File: config.mk
export PLATFORM = sky130hd
export DESIGN_NAME = line_sensor_pid_steering_flat
export DESIGN_NICKNAME = d
export VERILOG_FILES = /design/src/sv/lsps_pkg.sv /design/src/sv/lsps_if.sv /design/src/sv/lsps_lane.sv /design/src/sv/lsps_merge.sv /design/src/sv/lsps_div.sv /design/src/sv/line_sensor_pid_steering.sv /design/src/flat_wrapper.sv
export SDC_FILE = /design/constraint.sdc
export NUM_CORES = 2
export LEC_CHECK = 0
export BUFFER_PORTS_ARGS = -buffer_cell sky130_fd_sc_hd__buf_4
export CORE_MARGIN = 2
export CORE_UTILIZATION = 30
export DETAILED_ROUTE_END_ITERATION = 10
export GPL_ROUTABILITY_DRIVEN = 1
export PLACE_DENSITY_LB_ADDON = 0.25
export SETUP_SLACK_MARGIN = 0.4
export SYNTH_ARGS = -nofsm -noshare
export SYNTH_HDL_FRONTEND = slang
export SYNTH_SLANG_ARGS = --single-unit
File: constraint.sdc
create_clock -name i_clk -period 8.2 [get_ports i_clk]
set_clock_uncertainty 0.15 [all_clocks]
set_input_delay 0.82 -clock i_clk [delete_from_list [all_inputs] [get_ports i_clk]]
set_output_delay 0.82 -clock i_clk [all_outputs]
set_load 0.02 [all_outputs]
File: src/sv/lsps_pkg.sv
// Shared constants, types and the reciprocal table of the line sensor PID steering block.
// No dependencies; every other file imports this package.
`timescale 1ns / 1ps

package lsps_pkg;

    localparam int NUM_LANES   = 5;
    localparam int SAMPLE_W    = 12;
    localparam int SCALE_W     = 10;
    localparam int DUTY_W      = 11;
    localparam int POS_W       = 9;
    localparam int GAIN_W      = 8;
    localparam int GAIN_FRAC   = 4;
    localparam int WSUM_W      = 10;
    localparam int CNT_W       = 3;
    localparam int RECIP_W     = 17;
    localparam int RECIP_SHIFT = 16;
    localparam int ERR_W       = 10;
    localparam int LERR_W      = 9;
    localparam int INTEG_W     = 16;
    localparam int OPD_W       = 17;
    localparam int DIFF_W      = 11;
    localparam int ACC_W       = 26;
    localparam int LIM_SUM_W   = 18;
    localparam int LIM_W       = 14;
    localparam int PID_W       = 15;
    localparam int NUM_W       = 24;
    localparam int DEN_W       = 15;
    localparam int QUO_W       = 9;
    localparam int QBIT_W      = $clog2(QUO_W);
    localparam int MAG_W       = 9;
    localparam int DUTY_SHIFT  = 8;
    localparam int CFG_IDX_W   = 3;
    localparam int CFG_DATA_W  = 12;

    localparam int LANE_STEP       = 100;
    localparam int MID_DUTY        = 250;
    localparam int FULL_SPAN       = 500;
    localparam int LIM_K_PD        = 200;
    localparam int LIM_K_I         = 600;
    localparam int TARGET_POSITION = 200;
    localparam int LERR_MAX        = 255;
    localparam int LERR_MIN        = -256;

    localparam logic signed [ERR_W-1:0] TARGET_POS_S = ERR_W'(TARGET_POSITION);

    localparam logic [SAMPLE_W-1:0] THR_RST [NUM_LANES] =
        '{12'd1000, 12'd1000, 12'd3400, 12'd2200, 12'd2200};
    localparam logic [GAIN_W-1:0] GAIN_P_RST = 8'd16;
    localparam logic [GAIN_W-1:0] GAIN_I_RST = 8'd0;
    localparam logic [GAIN_W-1:0] GAIN_D_RST = 8'd0;

    typedef enum logic [CFG_IDX_W-1:0] {
        CFG_THR0   = 3'd0,
        CFG_THR1   = 3'd1,
        CFG_THR2   = 3'd2,
        CFG_THR3   = 3'd3,
        CFG_THR4   = 3'd4,
        CFG_GAIN_P = 3'd5,
        CFG_GAIN_I = 3'd6,
        CFG_GAIN_D = 3'd7
    } t_cfg_idx;

    typedef struct packed {
        logic load;
        logic divide;
    } t_merge_ctl;

    typedef struct packed {
        logic             line_seen;
        logic [POS_W-1:0] position;
    } t_merge_res;

    typedef struct packed {
        logic             start;
        logic [NUM_W-1:0] num;
        logic [DEN_W-1:0] den;
    } t_div_req;

    typedef struct packed {
        logic             done;
        logic [QUO_W-1:0] quo;
    } t_div_rsp;

    // ceil(2^16 / count); exact for sums up to 1000 after the shift
    function automatic logic [RECIP_W-1:0] f_recip(input logic [CNT_W-1:0] cnt);
        logic [RECIP_W-1:0] r;
        case (cnt)
            3'd1:    r = 17'd65536;
            3'd2:    r = 17'd32768;
            3'd3:    r = 17'd21846;
            3'd4:    r = 17'd16384;
            3'd5:    r = 17'd13108;
            default: r = '0;
        endcase
        return r;
    endfunction

endpackage

File: src/sv/lsps_if.sv
// Request and result channel interfaces of the line sensor PID steering block.
// Depends on lsps_pkg for field widths.
`timescale 1ns / 1ps

interface lsps_req_if import lsps_pkg::*; ();
    logic                valid;
    logic                ready;
    logic [SAMPLE_W-1:0] sample_s0;
    logic [SAMPLE_W-1:0] sample_s1;
    logic [SAMPLE_W-1:0] sample_s2;
    logic [SAMPLE_W-1:0] sample_s3;
    logic [SAMPLE_W-1:0] sample_s4;
    logic [SCALE_W-1:0]  speed_scale;

    modport source (output valid, sample_s0, sample_s1, sample_s2, sample_s3, sample_s4,
                    speed_scale, input ready);
    modport sink   (input valid, sample_s0, sample_s1, sample_s2, sample_s3, sample_s4,
                    speed_scale, output ready);
endinterface

interface lsps_rsp_if import lsps_pkg::*; ();
    logic              valid;
    logic              ready;
    logic [DUTY_W-1:0] left_duty;
    logic [DUTY_W-1:0] right_duty;
    logic              line_seen;
    logic [POS_W-1:0]  line_position;

    modport source (output valid, left_duty, right_duty, line_seen, line_position,
                    input ready);
    modport sink   (input valid, left_duty, right_duty, line_seen, line_position,
                    output ready);
endinterface

File: src/sv/lsps_lane.sv
// One sensor lane: threshold compare and position weight of that sensor.
// Depends on lsps_pkg.
`timescale 1ns / 1ps

module lsps_lane import lsps_pkg::*; (
    input  logic [SAMPLE_W-1:0] i_sample,
    input  logic [SAMPLE_W-1:0] i_threshold,
    input  logic [CNT_W-1:0]    i_lane_idx,
    output logic                o_hit,
    output logic [POS_W-1:0]    o_weight
);

    logic [POS_W-1:0] w_step;

    assign o_hit    = (i_sample < i_threshold);
    assign w_step   = POS_W'(i_lane_idx) * POS_W'(LANE_STEP);
    assign o_weight = o_hit ? w_step : '0;

endmodule

File: src/sv/lsps_merge.sv
// Merging stage: sums lane weights and hits, then divides by the hit count
// through a reciprocal multiply. Depends on lsps_pkg.
`timescale 1ns / 1ps

module lsps_merge import lsps_pkg::*; (
    input  logic                             i_clk,
    input  logic                             i_rst_n,
    input  t_merge_ctl                       i_ctl,
    input  logic [NUM_LANES-1:0]             i_hit,
    input  logic [NUM_LANES-1:0][POS_W-1:0]  i_weight,
    output t_merge_res                       o_res
);

    logic [WSUM_W-1:0]         n_sum, r_sum;
    logic [CNT_W-1:0]          n_cnt, r_cnt;
    logic [POS_W-1:0]          r_pos;
    logic [WSUM_W+RECIP_W-1:0] w_prod;

    always_comb begin
        n_sum = '0;
        n_cnt = '0;
        for (int k = 0; k < NUM_LANES; k++) begin
            n_sum = n_sum + WSUM_W'(i_weight[k]);
            n_cnt = n_cnt + CNT_W'(i_hit[k]);
        end
    end

    assign w_prod = (WSUM_W+RECIP_W)'(r_sum) * (WSUM_W+RECIP_W)'(f_recip(r_cnt));

    always_ff @(posedge i_clk) begin
        if (!i_rst_n) begin
            r_cnt <= '0;
        end else if (i_ctl.load) begin
            r_cnt <= n_cnt;
        end
    end

    always_ff @(posedge i_clk) begin
        if (i_ctl.load) begin
            r_sum <= n_sum;
        end
        if (i_ctl.divide) begin
            r_pos <= w_prod[RECIP_SHIFT +: POS_W];
        end
    end

    assign o_res.line_seen = (r_cnt != '0);
    assign o_res.position  = r_pos;

endmodule

File: src/sv/lsps_div.sv
// Restoring divider, one quotient bit per cycle, for quotients below 2^QUO_W.
// Depends on lsps_pkg.
`timescale 1ns / 1ps

module lsps_div import lsps_pkg::*; (
    input  logic     i_clk,
    input  logic     i_rst_n,
    input  t_div_req i_req,
    output t_div_rsp o_rsp
);

    logic              r_busy;
    logic              r_done;
    logic [QBIT_W-1:0] r_bit;
    logic [NUM_W-1:0]  r_rem;
    logic [DEN_W-1:0]  r_den;
    logic [QUO_W-1:0]  r_quo;
    logic [NUM_W-1:0]  w_trial;
    logic              w_fits;

    assign w_trial = NUM_W'(r_den) << r_bit;
    assign w_fits  = (r_rem >= w_trial);

    always_ff @(posedge i_clk) begin
        if (!i_rst_n) begin
            r_busy <= 1'b0;
            r_done <= 1'b0;
            r_bit  <= '0;
        end else begin
            r_done <= r_busy && (r_bit == '0);
            if (i_req.start) begin
                r_busy <= 1'b1;
                r_bit  <= QBIT_W'(QUO_W - 1);
            end else if (r_busy) begin
                if (r_bit == '0) begin
                    r_busy <= 1'b0;
                end else begin
                    r_bit <= r_bit - 1'b1;
                end
            end
        end
    end

    always_ff @(posedge i_clk) begin
        if (i_req.start) begin
            r_rem <= i_req.num;
            r_den <= i_req.den;
            r_quo <= '0;
        end else if (r_busy && w_fits) begin
            r_rem        <= r_rem - w_trial;
            r_quo[r_bit] <= 1'b1;
        end
    end

    assign o_rsp.done = r_done;
    assign o_rsp.quo  = r_quo;

endmodule

File: src/sv/line_sensor_pid_steering.sv
// Line sensor PID steering top level: lanes, merge stage, PID sequencer; needs lsps_pkg,
// lsps_if, lsps_lane, lsps_merge and lsps_div.
// One request at a time, taken only in S_IDLE; it passes S_POS, S_ERR, S_MUL_P, S_MUL_I,
// S_MUL_D (one shared multiplier), S_CLAMP, S_NUM, S_DIV (serial divider), S_DUTY_L,
// S_DUTY_R and S_DONE. All gains zero skip S_DIV; no line seen goes from S_POS to S_DONE.
// Reset (i_rst_n low, synchronous) loads default thresholds and gains, clears state.
`timescale 1ns / 1ps

module line_sensor_pid_steering import lsps_pkg::*; (
    input  logic                  i_clk,
    input  logic                  i_rst_n,
    input  logic                  i_cfg_we,
    input  logic [CFG_IDX_W-1:0]  i_cfg_idx,
    input  logic [CFG_DATA_W-1:0] i_cfg_data,
    lsps_req_if.sink              i_req,
    lsps_rsp_if.source            o_rsp
);

    // Sequencer states, one-hot
    typedef enum logic [11:0] {
        S_IDLE   = 12'b0000_0000_0001,
        S_POS    = 12'b0000_0000_0010,
        S_ERR    = 12'b0000_0000_0100,
        S_MUL_P  = 12'b0000_0000_1000,
        S_MUL_I  = 12'b0000_0001_0000,
        S_MUL_D  = 12'b0000_0010_0000,
        S_CLAMP  = 12'b0000_0100_0000,
        S_NUM    = 12'b0000_1000_0000,
        S_DIV    = 12'b0001_0000_0000,
        S_DUTY_L = 12'b0010_0000_0000,
        S_DUTY_R = 12'b0100_0000_0000,
        S_DONE   = 12'b1000_0000_0000
    } t_state;

    t_state r_state, n_state;

    // Configuration registers
    logic [SAMPLE_W-1:0] r_thr [NUM_LANES];
    logic [GAIN_W-1:0]   r_gain_p, r_gain_i, r_gain_d;

    // Controller state kept across requests
    logic signed [INTEG_W-1:0] r_integ;
    logic signed [LERR_W-1:0]  r_le;
    logic [DUTY_W-1:0]         r_held_left, r_held_right;
    logic [POS_W-1:0]          r_held_pos;

    // Per-request working registers
    logic [SCALE_W-1:0]       r_scale;
    logic signed [ERR_W-1:0]  r_e;
    logic signed [DIFF_W-1:0] r_d;
    logic [LIM_W-1:0]         r_lim;
    logic signed [ACC_W-1:0]  r_acc;
    logic [PID_W-1:0]         r_pid;
    logic [QUO_W-1:0]         r_q;

    // Output register
    logic              r_out_valid;
    logic [DUTY_W-1:0] r_out_left, r_out_right;
    logic              r_out_seen;
    logic [POS_W-1:0]  r_out_pos;

    logic                            w_req_acc;
    logic                            w_out_free;
    logic [SAMPLE_W-1:0]             w_sample [NUM_LANES];
    logic [NUM_LANES-1:0]            w_hit;
    logic [NUM_LANES-1:0][POS_W-1:0] w_weight;
    t_merge_ctl                      w_merge_ctl;
    t_merge_res                      w_merge_res;
    t_div_req                        w_div_req;
    t_div_rsp                        w_div_rsp;

    //------------------------------------------------------------------
    // Handshakes: take a request only while idle; the output register
    // holds a finished result so the next request can come in meanwhile.
    //------------------------------------------------------------------
    assign i_req.ready = (r_state == S_IDLE);
    assign w_req_acc   = i_req.valid && i_req.ready;
    assign w_out_free  = !r_out_valid || o_rsp.ready;

    //------------------------------------------------------------------
    // Configuration writes
    //------------------------------------------------------------------
    always_ff @(posedge i_clk) begin
        if (!i_rst_n) begin
            for (int k = 0; k < NUM_LANES; k++) begin
                r_thr[k] <= THR_RST[k];
            end
            r_gain_p <= GAIN_P_RST;
            r_gain_i <= GAIN_I_RST;
            r_gain_d <= GAIN_D_RST;
        end else if (i_cfg_we) begin
            unique case (t_cfg_idx'(i_cfg_idx))
                CFG_THR0:   r_thr[0] <= i_cfg_data;
                CFG_THR1:   r_thr[1] <= i_cfg_data;
                CFG_THR2:   r_thr[2] <= i_cfg_data;
                CFG_THR3:   r_thr[3] <= i_cfg_data;
                CFG_THR4:   r_thr[4] <= i_cfg_data;
                CFG_GAIN_P: r_gain_p <= i_cfg_data[GAIN_W-1:0];
                CFG_GAIN_I: r_gain_i <= i_cfg_data[GAIN_W-1:0];
                CFG_GAIN_D: r_gain_d <= i_cfg_data[GAIN_W-1:0];
                default: ;
            endcase
        end
    end

    //------------------------------------------------------------------
    // Sensor lanes work straight off the request payload; the merge stage
    // registers sum and count at acceptance, then the position in S_POS.
    //------------------------------------------------------------------
    assign w_sample[0] = i_req.sample_s0;
    assign w_sample[1] = i_req.sample_s1;
    assign w_sample[2] = i_req.sample_s2;
    assign w_sample[3] = i_req.sample_s3;
    assign w_sample[4] = i_req.sample_s4;

    for (genvar g = 0; g < NUM_LANES; g++) begin : g_lane
        lsps_lane u_lane (
            .i_sample    (w_sample[g]),
            .i_threshold (r_thr[g]),
            .i_lane_idx  (CNT_W'(g)),
            .o_hit       (w_hit[g]),
            .o_weight    (w_weight[g])
        );
    end

    assign w_merge_ctl.load   = w_req_acc;
    assign w_merge_ctl.divide = (r_state == S_POS);

    lsps_merge u_merge (
        .i_clk    (i_clk),
        .i_rst_n  (i_rst_n),
        .i_ctl    (w_merge_ctl),
        .i_hit    (w_hit),
        .i_weight (w_weight),
        .o_res    (w_merge_res)
    );

    //------------------------------------------------------------------
    // Error, integral and derivative (S_ERR)
    //------------------------------------------------------------------
    logic signed [ERR_W-1:0]   w_e;
    logic [ERR_W-1:0]          w_abs_e, w_abs_le;
    logic signed [ERR_W-1:0]   w_le_x;
    logic signed [INTEG_W:0]   w_isum;
    logic signed [INTEG_W-1:0] w_integ_n;
    logic signed [LERR_W-1:0]  w_le_sat;
    logic signed [DIFF_W-1:0]  w_d;
    logic [LIM_SUM_W-1:0]      w_lim_sum;

    always_comb begin
        w_e      = $signed({1'b0, w_merge_res.position}) - TARGET_POS_S;
        w_abs_e  = w_e[ERR_W-1] ? ERR_W'(-w_e) : ERR_W'(w_e);
        w_le_x   = $signed({r_le[LERR_W-1], r_le});
        w_abs_le = w_le_x[ERR_W-1] ? ERR_W'(-w_le_x) : ERR_W'(w_le_x);

        // Accumulate while the error is not shrinking, else restart at the error
        w_isum = $signed({r_integ[INTEG_W-1], r_integ})
               + $signed({{(INTEG_W+1-ERR_W){w_e[ERR_W-1]}}, w_e});
        if (w_abs_le <= w_abs_e) begin
            if (w_isum[INTEG_W] != w_isum[INTEG_W-1]) begin
                w_integ_n = w_isum[INTEG_W] ? $signed({1'b1, {(INTEG_W-1){1'b0}}})
                                            : $signed({1'b0, {(INTEG_W-1){1'b1}}});
            end else begin
                w_integ_n = w_isum[INTEG_W-1:0];
            end
        end else begin
            w_integ_n = $signed({{(INTEG_W-ERR_W){w_e[ERR_W-1]}}, w_e});
        end

        if (w_e > LERR_MAX) begin
            w_le_sat = LERR_W'(LERR_MAX);
        end else if (w_e < LERR_MIN) begin
            w_le_sat = LERR_W'(LERR_MIN);
        end else begin
            w_le_sat = w_e[LERR_W-1:0];
        end

        w_d = $signed({w_e[ERR_W-1], w_e})
            - $signed({{(DIFF_W-LERR_W){r_le[LERR_W-1]}}, r_le});

        w_lim_sum = LIM_SUM_W'(r_gain_p) * LIM_SUM_W'(LIM_K_PD)
                  + LIM_SUM_W'(r_gain_i) * LIM_SUM_W'(LIM_K_I)
                  + LIM_SUM_W'(r_gain_d) * LIM_SUM_W'(LIM_K_PD);
    end

    //------------------------------------------------------------------
    // Shared multiplier: one gain product per state, accumulated in r_acc
    //------------------------------------------------------------------
    logic [GAIN_W-1:0]       w_mul_gain;
    logic signed [OPD_W-1:0] w_mul_opd;
    logic signed [ACC_W-1:0] w_prod;

    always_comb begin
        if (r_state == S_MUL_P) begin
            w_mul_gain = r_gain_p;
            w_mul_opd  = $signed({{(OPD_W-ERR_W){r_e[ERR_W-1]}}, r_e});
        end else if (r_state == S_MUL_I) begin
            w_mul_gain = r_gain_i;
            w_mul_opd  = $signed({{(OPD_W-INTEG_W){r_integ[INTEG_W-1]}}, r_integ});
        end else begin
            w_mul_gain = r_gain_d;
            w_mul_opd  = $signed({{(OPD_W-DIFF_W){r_d[DIFF_W-1]}}, r_d});
        end
        w_prod = $signed({{(ACC_W-GAIN_W){1'b0}}, w_mul_gain})
               * $signed({{(ACC_W-OPD_W){w_mul_opd[OPD_W-1]}}, w_mul_opd});
    end

    //------------------------------------------------------------------
    // Scale to Q0 with truncation toward zero, clamp to +/- lim (S_CLAMP)
    //------------------------------------------------------------------
    logic signed [ACC_W-1:0] w_acc_b, w_pid_full, w_lim_s, w_pid_clamp;

    always_comb begin
        w_acc_b    = r_acc + $signed({{(ACC_W-GAIN_FRAC){1'b0}},
                                      {GAIN_FRAC{r_acc[ACC_W-1]}}});
        w_pid_full = w_acc_b >>> GAIN_FRAC;
        w_lim_s    = $signed({{(ACC_W-LIM_W){1'b0}}, r_lim});
        if (w_pid_full > w_lim_s) begin
            w_pid_clamp = w_lim_s;
        end else if (w_pid_full < -w_lim_s) begin
            w_pid_clamp = -w_lim_s;
        end else begin
            w_pid_clamp = w_pid_full;
        end
    end

    //------------------------------------------------------------------
    // Map to 0..500 through the serial divider (S_NUM, S_DIV)
    //------------------------------------------------------------------
    logic [PID_W-1:0] w_ofs;
    logic [NUM_W-1:0] w_num;

    // pid + lim is never negative, so modular add gives the true value
    assign w_ofs = r_pid + PID_W'(r_lim);
    assign w_num = NUM_W'(w_ofs) * NUM_W'(FULL_SPAN);

    assign w_div_req.start = (r_state == S_NUM) && (r_lim != '0);
    assign w_div_req.num   = w_num;
    assign w_div_req.den   = {r_lim, 1'b0};

    lsps_div u_div (
        .i_clk   (i_clk),
        .i_rst_n (i_rst_n),
        .i_req   (w_div_req),
        .o_rsp   (w_div_rsp)
    );

    //------------------------------------------------------------------
    // Duties: r_q is pwm + 250; one side runs at mid duty, the other
    // steers. Scale by the Q2.8 speed factor, one side per state.
    //------------------------------------------------------------------
    logic [MAG_W-1:0]         w_left_mag, w_right_mag, w_duty_opd;
    logic [MAG_W+SCALE_W-1:0] w_duty_prod;
    logic [DUTY_W-1:0]        w_duty;

    always_comb begin
        if (r_e[ERR_W-1] || (r_e == '0)) begin
            w_left_mag = MAG_W'(MID_DUTY);
        end else begin
            w_left_mag = MAG_W'(FULL_SPAN) - r_q;
        end
        w_right_mag = r_e[ERR_W-1] ? r_q : MAG_W'(MID_DUTY);
        w_duty_opd  = (r_state == S_DUTY_L) ? w_left_mag : w_right_mag;
        w_duty_prod = (MAG_W+SCALE_W)'(w_duty_opd) * (MAG_W+SCALE_W)'(r_scale);
        w_duty      = w_duty_prod[DUTY_SHIFT +: DUTY_W];
    end

    //------------------------------------------------------------------
    // Sequencer
    //------------------------------------------------------------------
    always_comb begin
        n_state = r_state;
        unique case (r_state)
            S_IDLE:   if (w_req_acc) n_state = S_POS;
            // no line seen: skip all updates and repeat the held result
            S_POS:    n_state = w_merge_res.line_seen ? S_ERR : S_DONE;
            S_ERR:    n_state = S_MUL_P;
            S_MUL_P:  n_state = S_MUL_I;
            S_MUL_I:  n_state = S_MUL_D;
            S_MUL_D:  n_state = S_CLAMP;
            S_CLAMP:  n_state = S_NUM;
            // all gains zero: lim is zero, take pwm as zero and skip the divider
            S_NUM:    n_state = (r_lim == '0) ? S_DUTY_L : S_DIV;
            S_DIV:    if (w_div_rsp.done) n_state = S_DUTY_L;
            S_DUTY_L: n_state = S_DUTY_R;
            S_DUTY_R: n_state = S_DONE;
            S_DONE:   if (w_out_free) n_state = S_IDLE;
            default:  n_state = S_IDLE;
        endcase
    end

    always_ff @(posedge i_clk) begin
        if (!i_rst_n) begin
            r_state      <= S_IDLE;
            r_integ      <= '0;
            r_le         <= '0;
            r_held_left  <= '0;
            r_held_right <= '0;
            r_held_pos   <= '0;
            r_out_valid  <= 1'b0;
        end else begin
            r_state <= n_state;
            if (r_state == S_ERR) begin
                r_integ    <= w_integ_n;
                r_le       <= w_le_sat;
                r_held_pos <= w_merge_res.position;
            end
            if (r_state == S_DUTY_L) begin
                r_held_left <= w_duty;
            end
            if (r_state == S_DUTY_R) begin
                r_held_right <= w_duty;
            end
            if (r_state == S_DONE && w_out_free) begin
                r_out_valid <= 1'b1;
            end else if (o_rsp.ready) begin
                r_out_valid <= 1'b0;
            end
        end
    end

    // Datapath registers, no reset needed
    always_ff @(posedge i_clk) begin
        if (w_req_acc) begin
            r_scale <= i_req.speed_scale;
        end
        if (r_state == S_ERR) begin
            r_e   <= w_e;
            r_d   <= w_d;
            r_lim <= w_lim_sum[GAIN_FRAC +: LIM_W];
        end
        if (r_state == S_MUL_P) begin
            r_acc <= w_prod;
        end else if (r_state == S_MUL_I || r_state == S_MUL_D) begin
            r_acc <= r_acc + w_prod;
        end
        if (r_state == S_CLAMP) begin
            r_pid <= w_pid_clamp[PID_W-1:0];
        end
        if (r_state == S_NUM && r_lim == '0) begin
            r_q <= QUO_W'(MID_DUTY);
        end else if (r_state == S_DIV && w_div_rsp.done) begin
            r_q <= w_div_rsp.quo;
        end
        if (r_state == S_DONE && w_out_free) begin
            r_out_left  <= r_held_left;
            r_out_right <= r_held_right;
            r_out_seen  <= w_merge_res.line_seen;
            r_out_pos   <= r_held_pos;
        end
    end

    assign o_rsp.valid         = r_out_valid;
    assign o_rsp.left_duty     = r_out_left;
    assign o_rsp.right_duty    = r_out_right;
    assign o_rsp.line_seen     = r_out_seen;
    assign o_rsp.line_position = r_out_pos;

    //------------------------------------------------------------------
    // Assertions
    //------------------------------------------------------------------
    a_done_loads_out: assert property (@(posedge i_clk) disable iff (!i_rst_n)
        (r_state == S_DONE && w_out_free) |=> r_out_valid)
        else $error("finished result did not reach the output register");

    a_quotient_range: assert property (@(posedge i_clk) disable iff (!i_rst_n)
        (r_state == S_DUTY_L) |-> (r_q <= QUO_W'(FULL_SPAN)))
        else $error("steering quotient above full span");

    a_no_line_holds: assert property (@(posedge i_clk) disable iff (!i_rst_n)
        (r_state == S_POS && !w_merge_res.line_seen) |=>
        ($stable(r_held_left) && $stable(r_held_right) && $stable(r_integ)))
        else $error("state changed on a request with no line seen");

    a_last_err_update: assert property (@(posedge i_clk) disable iff (!i_rst_n)
        (r_state != S_ERR) |=> $stable(r_le))
        else $error("last error changed outside the error step");

endmodule

File: src/flat_wrapper.sv
// flat-port wrapper written by rule: the top's interface ports become plain ports
module line_sensor_pid_steering_flat import lsps_pkg::*;
  (i_clk, i_rst_n, i_cfg_we, i_cfg_idx, i_cfg_data, i_req_valid, i_req_sample_s0, i_req_sample_s1, i_req_sample_s2, i_req_sample_s3, i_req_sample_s4, i_req_speed_scale, i_req_ready, o_rsp_valid, o_rsp_left_duty, o_rsp_right_duty, o_rsp_line_seen, o_rsp_line_position, o_rsp_ready);
  lsps_req_if i_req_i ();
  lsps_rsp_if o_rsp_i ();
  input  logic i_clk;
  input  logic i_rst_n;
  input  logic i_cfg_we;
  input  logic [CFG_IDX_W-1:0] i_cfg_idx;
  input  logic [CFG_DATA_W-1:0] i_cfg_data;
  input wire logic [$bits(i_req_i.valid)-1:0] i_req_valid;
  input wire logic [$bits(i_req_i.sample_s0)-1:0] i_req_sample_s0;
  input wire logic [$bits(i_req_i.sample_s1)-1:0] i_req_sample_s1;
  input wire logic [$bits(i_req_i.sample_s2)-1:0] i_req_sample_s2;
  input wire logic [$bits(i_req_i.sample_s3)-1:0] i_req_sample_s3;
  input wire logic [$bits(i_req_i.sample_s4)-1:0] i_req_sample_s4;
  input wire logic [$bits(i_req_i.speed_scale)-1:0] i_req_speed_scale;
  output wire logic [$bits(i_req_i.ready)-1:0] i_req_ready;
  output wire logic [$bits(o_rsp_i.valid)-1:0] o_rsp_valid;
  output wire logic [$bits(o_rsp_i.left_duty)-1:0] o_rsp_left_duty;
  output wire logic [$bits(o_rsp_i.right_duty)-1:0] o_rsp_right_duty;
  output wire logic [$bits(o_rsp_i.line_seen)-1:0] o_rsp_line_seen;
  output wire logic [$bits(o_rsp_i.line_position)-1:0] o_rsp_line_position;
  input wire logic [$bits(o_rsp_i.ready)-1:0] o_rsp_ready;
  assign i_req_i.valid = i_req_valid;
  assign i_req_i.sample_s0 = i_req_sample_s0;
  assign i_req_i.sample_s1 = i_req_sample_s1;
  assign i_req_i.sample_s2 = i_req_sample_s2;
  assign i_req_i.sample_s3 = i_req_sample_s3;
  assign i_req_i.sample_s4 = i_req_sample_s4;
  assign i_req_i.speed_scale = i_req_speed_scale;
  assign i_req_ready = i_req_i.ready;
  assign o_rsp_valid = o_rsp_i.valid;
  assign o_rsp_left_duty = o_rsp_i.left_duty;
  assign o_rsp_right_duty = o_rsp_i.right_duty;
  assign o_rsp_line_seen = o_rsp_i.line_seen;
  assign o_rsp_line_position = o_rsp_i.line_position;
  assign o_rsp_i.ready = o_rsp_ready;
  line_sensor_pid_steering u_core (.i_clk(i_clk), .i_rst_n(i_rst_n), .i_cfg_we(i_cfg_we), .i_cfg_idx(i_cfg_idx), .i_cfg_data(i_cfg_data), .i_req(i_req_i), .o_rsp(o_rsp_i));
endmodule
Word level (Yosys, flattened, before mapping):

Memory sizes are Yosys's and may differ from the RTL's.
Index checks and enable logic that the tools add are counted.

* bits of input ports: 90
* memories kept: 1
* memory bits (writable): 60
* bits in registers: 295
* output and inout port bits: 34
* word-level logic and storage cells: 209

* reduce and logical (&&, ||, !) cells: 29
* $lt $le $gt $ge: 13
* mux-type cells: 67
* equal/unequal tests: 29
* multipliers: 7
* $add $sub $neg: 21
* bitwise operators: 8
* shift-type cells: 1

Memory list
* u_core.r_thr: depth 5, width 12, read ports 5, clocked after Yosys merged registers in 0, write ports 5, RTL line line_sensor_pid_steering.sv:38 `logic [SAMPLE_W-1:0] r_thr [NUM_LANES];`

Operator list (number)
* one-hot mux 12 bit (12 select lines): 1
* two-way mux 12 bit: 9
* one-hot mux 17 bit (5 select lines): 1
* two-way mux 9 bit: 7
* less-than comparator 12 bit: 5
* two-way mux 26 bit: 2
* two-way mux 16 bit: 3
* two-way mux 24 bit: 2
* two-way mux 17 bit: 2
* two-way mux 10 bit: 3
* two-way mux 1 bit: 27
* adder 26 bit: 1
* adder 26 x 5 -> 26 bit: 1
* less-than comparator 22 x 26 -> 1 bit: 1
* multiplier 8 x 5 -> 13 bit, second input constant: 2
* multiplier 9 x 17 -> 26 bit: 1
* negation 14 -> 26 bit: 1
* multiplier 10 x 17 -> 25 bit: 1
* >= comparator 24 bit: 1
* two-way mux 8 bit: 3
* left shift 15 x 4 -> 24 bit: 1
* subtractor 24 bit: 1
* greater-than comparator 22 x 15 -> 1 bit: 1
* multiplier 15 x 7 -> 22 bit, second input constant: 1
* 61 further kinds: 97

Depth between registers and ports, before layout:

* depth after elaboration: 7
* depth in mapped cells: 38
* depth with buffers taken out: 36

Hierarchy:

From an unflattened synthesis, not the netlist that was laid out.

* cell total of the unflattened synthesis: 4369
* area total of the unflattened synthesis: 40201.1 um^2

By module, submodules not included
* line_sensor_pid_steering: times used 1, seq. area each 7387.1 um^2, area an instance 28746.3 um^2, cells an instance 3131
* lsps_merge: times used 1, seq. area each 630.6 um^2, area an instance 5357.6 um^2, cells an instance 522
* lsps_div: times used 1, seq. area each 1471.4 um^2, area an instance 4001.3 um^2, cells an instance 446
* lsps_lane: times used 5, seq. area each 0.0 um^2, area an instance 419.2 um^2, cells an instance 54

Worst setup path after synthesis:

Ideal clock, no wire load.

* kind: register to register
* start: reg u_core.r_state[0]
* end: reg u_core.r_acc[24], data pin
* setup slack: -255 ps
* library setup time: 256 ps
* path buffers: 3
* clock period less this slack: 8455 ps
* stages on the path, launching flop included: 34
* required time: 7794 ps
* data arrival time: 8049 ps
* cells stage by stage: dfxtp_1 nor4_1 nand4_1 or3b_2 clkbuf_1 buf_1 nand3_1 o21a_1 nand2_1 fa_1 inv_1 fa_1 inv_1 fa_1 fa_1 inv_1 ha_1 o21a_1 o31a_1 o31a_1 o21a_1 nor2_1 nor2b_1 o21ai_0 a21oi_1 ha_1 clkbuf_1 nand3_1 or3_1 or4_1 a21oi_1 o31a_1 o21ai_0 a41o_1

* longest elaborated chain between the ends: 7
* elaborated cells on any way between the ends: 10
* classes of those cells: add/sub (1); mul (1); eq/ne (2); mux (6)

RTL lines
* start, declared: RTL line line_sensor_pid_steering.sv:35 `t_state r_state, n_state;`
* start signal, assigned: RTL line line_sensor_pid_steering.sv:302 `r_state <= n_state;`
* == test 12 x 5 -> 1 bit: RTL line line_sensor_pid_steering.sv:197 `end else if (r_state == S_MUL_I) begin`
* two-way mux 8 bit or two-way mux 17 bit (tied branches): RTL line line_sensor_pid_steering.sv:197
* two-way mux 8 bit or two-way mux 17 bit (tied branches): RTL line line_sensor_pid_steering.sv:194 `if (r_state == S_MUL_P) begin`
* multiplier 9 x 17 -> 26 bit: RTL line line_sensor_pid_steering.sv:205 `* $signed({{(ACC_W-OPD_W){w_mul_opd[OPD_W-1]}}, w_mul_opd});`
* adder 26 bit: RTL line line_sensor_pid_steering.sv:335 `r_acc <= r_acc + w_prod;`
* two-way mux 26 bit: RTL line line_sensor_pid_steering.sv:334 `end else if (r_state == S_MUL_I || r_state == S_MUL_D) begin`
* two-way mux 26 bit (*): RTL line line_sensor_pid_steering.sv:332 `if (r_state == S_MUL_P) begin`
* end signal, assigned: RTL line line_sensor_pid_steering.sv:333 `r_acc <= w_prod;`
* end signal, assigned: RTL line line_sensor_pid_steering.sv:335
* end, declared: RTL line line_sensor_pid_steering.sv:52 `logic signed [ACC_W-1:0] r_acc;`

Every way passes the cells marked *; elsewhere a longest branch is shown, timed or not. The select of a mux whose other input is x is not followed.
A chain may end at the register's enable or synchronous reset.

Worst setup path after layout:

* start: reg u_core.r_state[7]
* end: reg u_core.r_acc[24], data pin

The elaborated chain is that of the path after synthesis.

==> flow_summary.json <==
{
  "status": "complete, no violations",
  "grtUsageTotal": 0.1562,
  "cp_slowest_cell": "fa_1",
  "yosysWarningCount": 0,
  "tritoncts": "done",
  "power.total_mw": 5.274,
  "drc": 0,
  "yosys.area_share.adder": 0.3309,
  "row_count": 130,
  "r2r_start": "u_core.r_state[7]",
  "post-synth-top-count-cell": "inv_1",
  "finalSetupTns_ns": 0,
  "async_flop_share": 0,
  "vias_per_cell": 4.823,
  "netlist_top_cells_area": "edfxtp_1 18%, ha_1 17%, fa_1 16%, dfxtp_1 6.4%, inv_1 5.9%",
  "core_region_area_um2": 125600,
  "rsz0062_at_grt": "yes",
  "ys_seq_elements": 352,
  "fin_crit_sh": 0.9749,
  "clock_latency_ns": 0.64,
  "critPathMaxFanout": 6,
  "synth_edf_count": 231,
  "cp-start-kind": "flip-flop",
  "cts.clk_slew.worst_paths_ns": 0.07,
  "grt_pass1_wl_um": 163500,
  "drt-total-wl_um": 100900,
  "endpoint": "u_core.r_acc[24]",
  "synthMuxAreaShare": 0.01670,
  "drive_gt1_frac": 0.1306,
  "synth_top_area_frac": 0.1830,
  "post-place-cells": 5929,
  "arrival_ns": 8.21,
  "nets": 5294,
  "required_ns": 8.42,
  "critPathKind": "reg2reg",
  "dieHeight_um": 359.5,
  "worst_hold_path_type": "in2reg",
  "drt_iter0_drc": 1525,
  "grt_pass1_vias": 29793,
  "synthFlopType": "edfxtp_1",
  "synth_compound_area_frac": 0.1360,
  "grt_overflow_total": 0,
  "grt_max_degree": 57,
  "tightest_slew_ns": 1.176,
  "detail_route.first_pass.iterations": 5,
  "port_buffers": 123,
  "max_freq_mhz": 125.1,
  "reg2reg_slack_ns": 0.21,
  "synthesis.nets": 5042,
  "place_congestion": 0.8285,
  "hpwl_um": 80850,
  "critPathLaunch": "u_core.r_state[7]",
  "synth.avg_cell_area_um2": 9.185,
  "clockBufferDepth": 3,
  "syn2layout_area_growth_pct": 16.47,
  "path_delay_family": "compound AO/OA/AOI/OAI gates",
  "yosysTopAreaCell": "edfxtp_1",
  "reg2reg_to": "u_core.r_acc[24]",
  "dieArea_um2": 129200,
  "netlist_top_cells_count": "599 x inv_1, 526 x ha_1, 432 x nand2_1",
  "hold_viol_final": 0,
  "cts_buffers": 47,
  "post_drt_wl_per_cell_um": 16.62,
  "cp-end-kind": "flip-flop",
  "power-per-cell-area_nw_per_um2": 119.4,
  "finalSetupViolCount": 0,
  "hold_buffers": 0,
  "cts_num_sinks": 352,
  "cp_slowest_stage_delay_ns": 0.54,
  "ys_types": 90,
  "start_util": 0.3019,
  "instances_no_fill": 6070,
  "ant_nets": 0,
  "die_w_um": 359.5,
  "ios": 124,
  "synthXorXnorAreaFrac": 0.05013,
  "peakVddDrop_v": 0.0001261,
  "synth_top_family_by_area": "adder cells",
  "routed-via-count": 29277,
  "htreeDepth": 2,
  "synth-seq-area-share": 0.2468,
  "slew_headroom": 0.2163,
  "post_synth_and_or_nand_nor_area_fraction": 0.1488,
  "reg2regPathDepth": 34,
  "antenna_found_initial": 1,
  "leakage_nw": 20.87,
  "synth_area_um2": 37920,
  "path_depth": 34,
  "cap_violations": 0,
  "synthCells": 4128,
  "critical_path_buf_inv_count": 6,
  "cp_common_cell": "fa_1",
  "cts_root_buffer": "clkbuf_16",
  "fin_crit_ns": 7.994,
  "report.final.slew_viol_count": 0
}
## flip-flops by register name, summed over array words and instances, names as in the netlist, 11 cells and up
signal / count
u_core.o_rsp.right_duty: 11
u_core.r_held_left: 11
u_core.u_div.r_den: 14
u_core.u_div.r_rem: 23
u_core.r_lim: 14
u_core.r_held_right: 11
u_core.r_acc: 26
u_core.r_d: 11
u_core.r_integ: 16
u_core.r_pid: 15
u_core.r_state: 12
u_core.o_rsp.left_duty: 11
u_core.r_thr: 60
## per-stage QoR
stage	hold slack, ns	setup slack, ns	area [µm²]	util
6_report	0.2129	0.2060	44160	0.3517
5_1_grt	0.1855	-0.1163	44160	0.3516
4_1_cts	0.1704	0.2725	43630	0.3474
3_5_place_dp	0.2685	-0.04219	41650	0.3317
3_3_place_gp	0.2661	0.06879	41650	0.3317
2_1_floorplan	0.2530	0.3517	38080	-
## cell usage in the layout (no fill, tap or decap), drive strengths merged, types with 46 or more instances in the layout
master  count
inv       606
ha        526
nand2     434
buf       299
fa        298
nor2      251
edfxtp    231
a21oi     227
o21ai     154
xnor2     147
dfxtp     121
a21o      103
and2       83
nand3      82
xor2       70
nor3       55
clkbuf     51
nor2b      48
nand2b     46
## cell type report
cell class | instances | area (µm²)
fillers | 12971 | 81410
multi-input cells | 3076 | 26490
flip-flops and latches | 352 | 9364
repair buffers | 302 | 2429
inverters | 601 | 2256
well taps | 1650 | 2064
clock buffers | 50 | 1209
clock inverters | 38 | 340.3
diodes | 1 | 2.502
## routing by layer
| layer | up-vias | share of wire | GRT usage |
|---|---|---|---|
| met2 | 401 | 0.47 | 0.2640 |
| met4 | 0 | 0.023 | 0.04070 |
| li1 | 14622 | - | - |
| met5 | - | 0 | 0 |
| met3 | 105 | 0.031 | 0.01566 |
| met1 | 14149 | 0.48 | 0.2125 |
## how the worst min path moves through the flow
stage                                  from                       endpoint  slack, ns  cells past startpoint
finish                 i_req_speed_scale[2]              u_core.r_scale[2]       0.21                      1
global route           i_req_speed_scale[4]              u_core.r_scale[4]       0.19                      1
CTS                    i_req_speed_scale[2]              u_core.r_scale[2]       0.17                      1
detailed placement     u_core.r_held_pos[7]  u_core.o_rsp.line_position[7]       0.27                      0
global placement     u_core.r_held_right[3]     u_core.o_rsp.right_duty[3]       0.27                      0
floorplan           u_core.r_held_right[10]    u_core.o_rsp.right_duty[10]       0.25                      0
## cell families (layout without fill, tap and decap cells)
| family | count (synthesis) | count (layout) |
|---|---|---|
| flops | 352 | 352 |
| xor+xnor | 217 | 217 |
| fa+ha+maj | 824 | 824 |
| buf+inv | 701 | 991 |
| simple gates | 1175 | 1176 |
| mux | 56 | 56 |
| other cells | 2 | 3 |
| compound gates | 801 | 801 |
## power breakdown
group	total, mW	internal (mW)	switching [mW]
Clock	2.07	1.16	0.909
Combinational	1.19	0.512	0.680
Sequential	2.02	1.96	0.0577
Total	5.27	3.63	1.65
## what timing repair did
action,4_1_cts,5_1_grt
setup buffers,22,26
cloned,3,1
resized for setup,50,87
pin swaps,26,33
endpoints found under the setup margin,8,14
No activity file was read; power rests on OpenSTA's default activity.
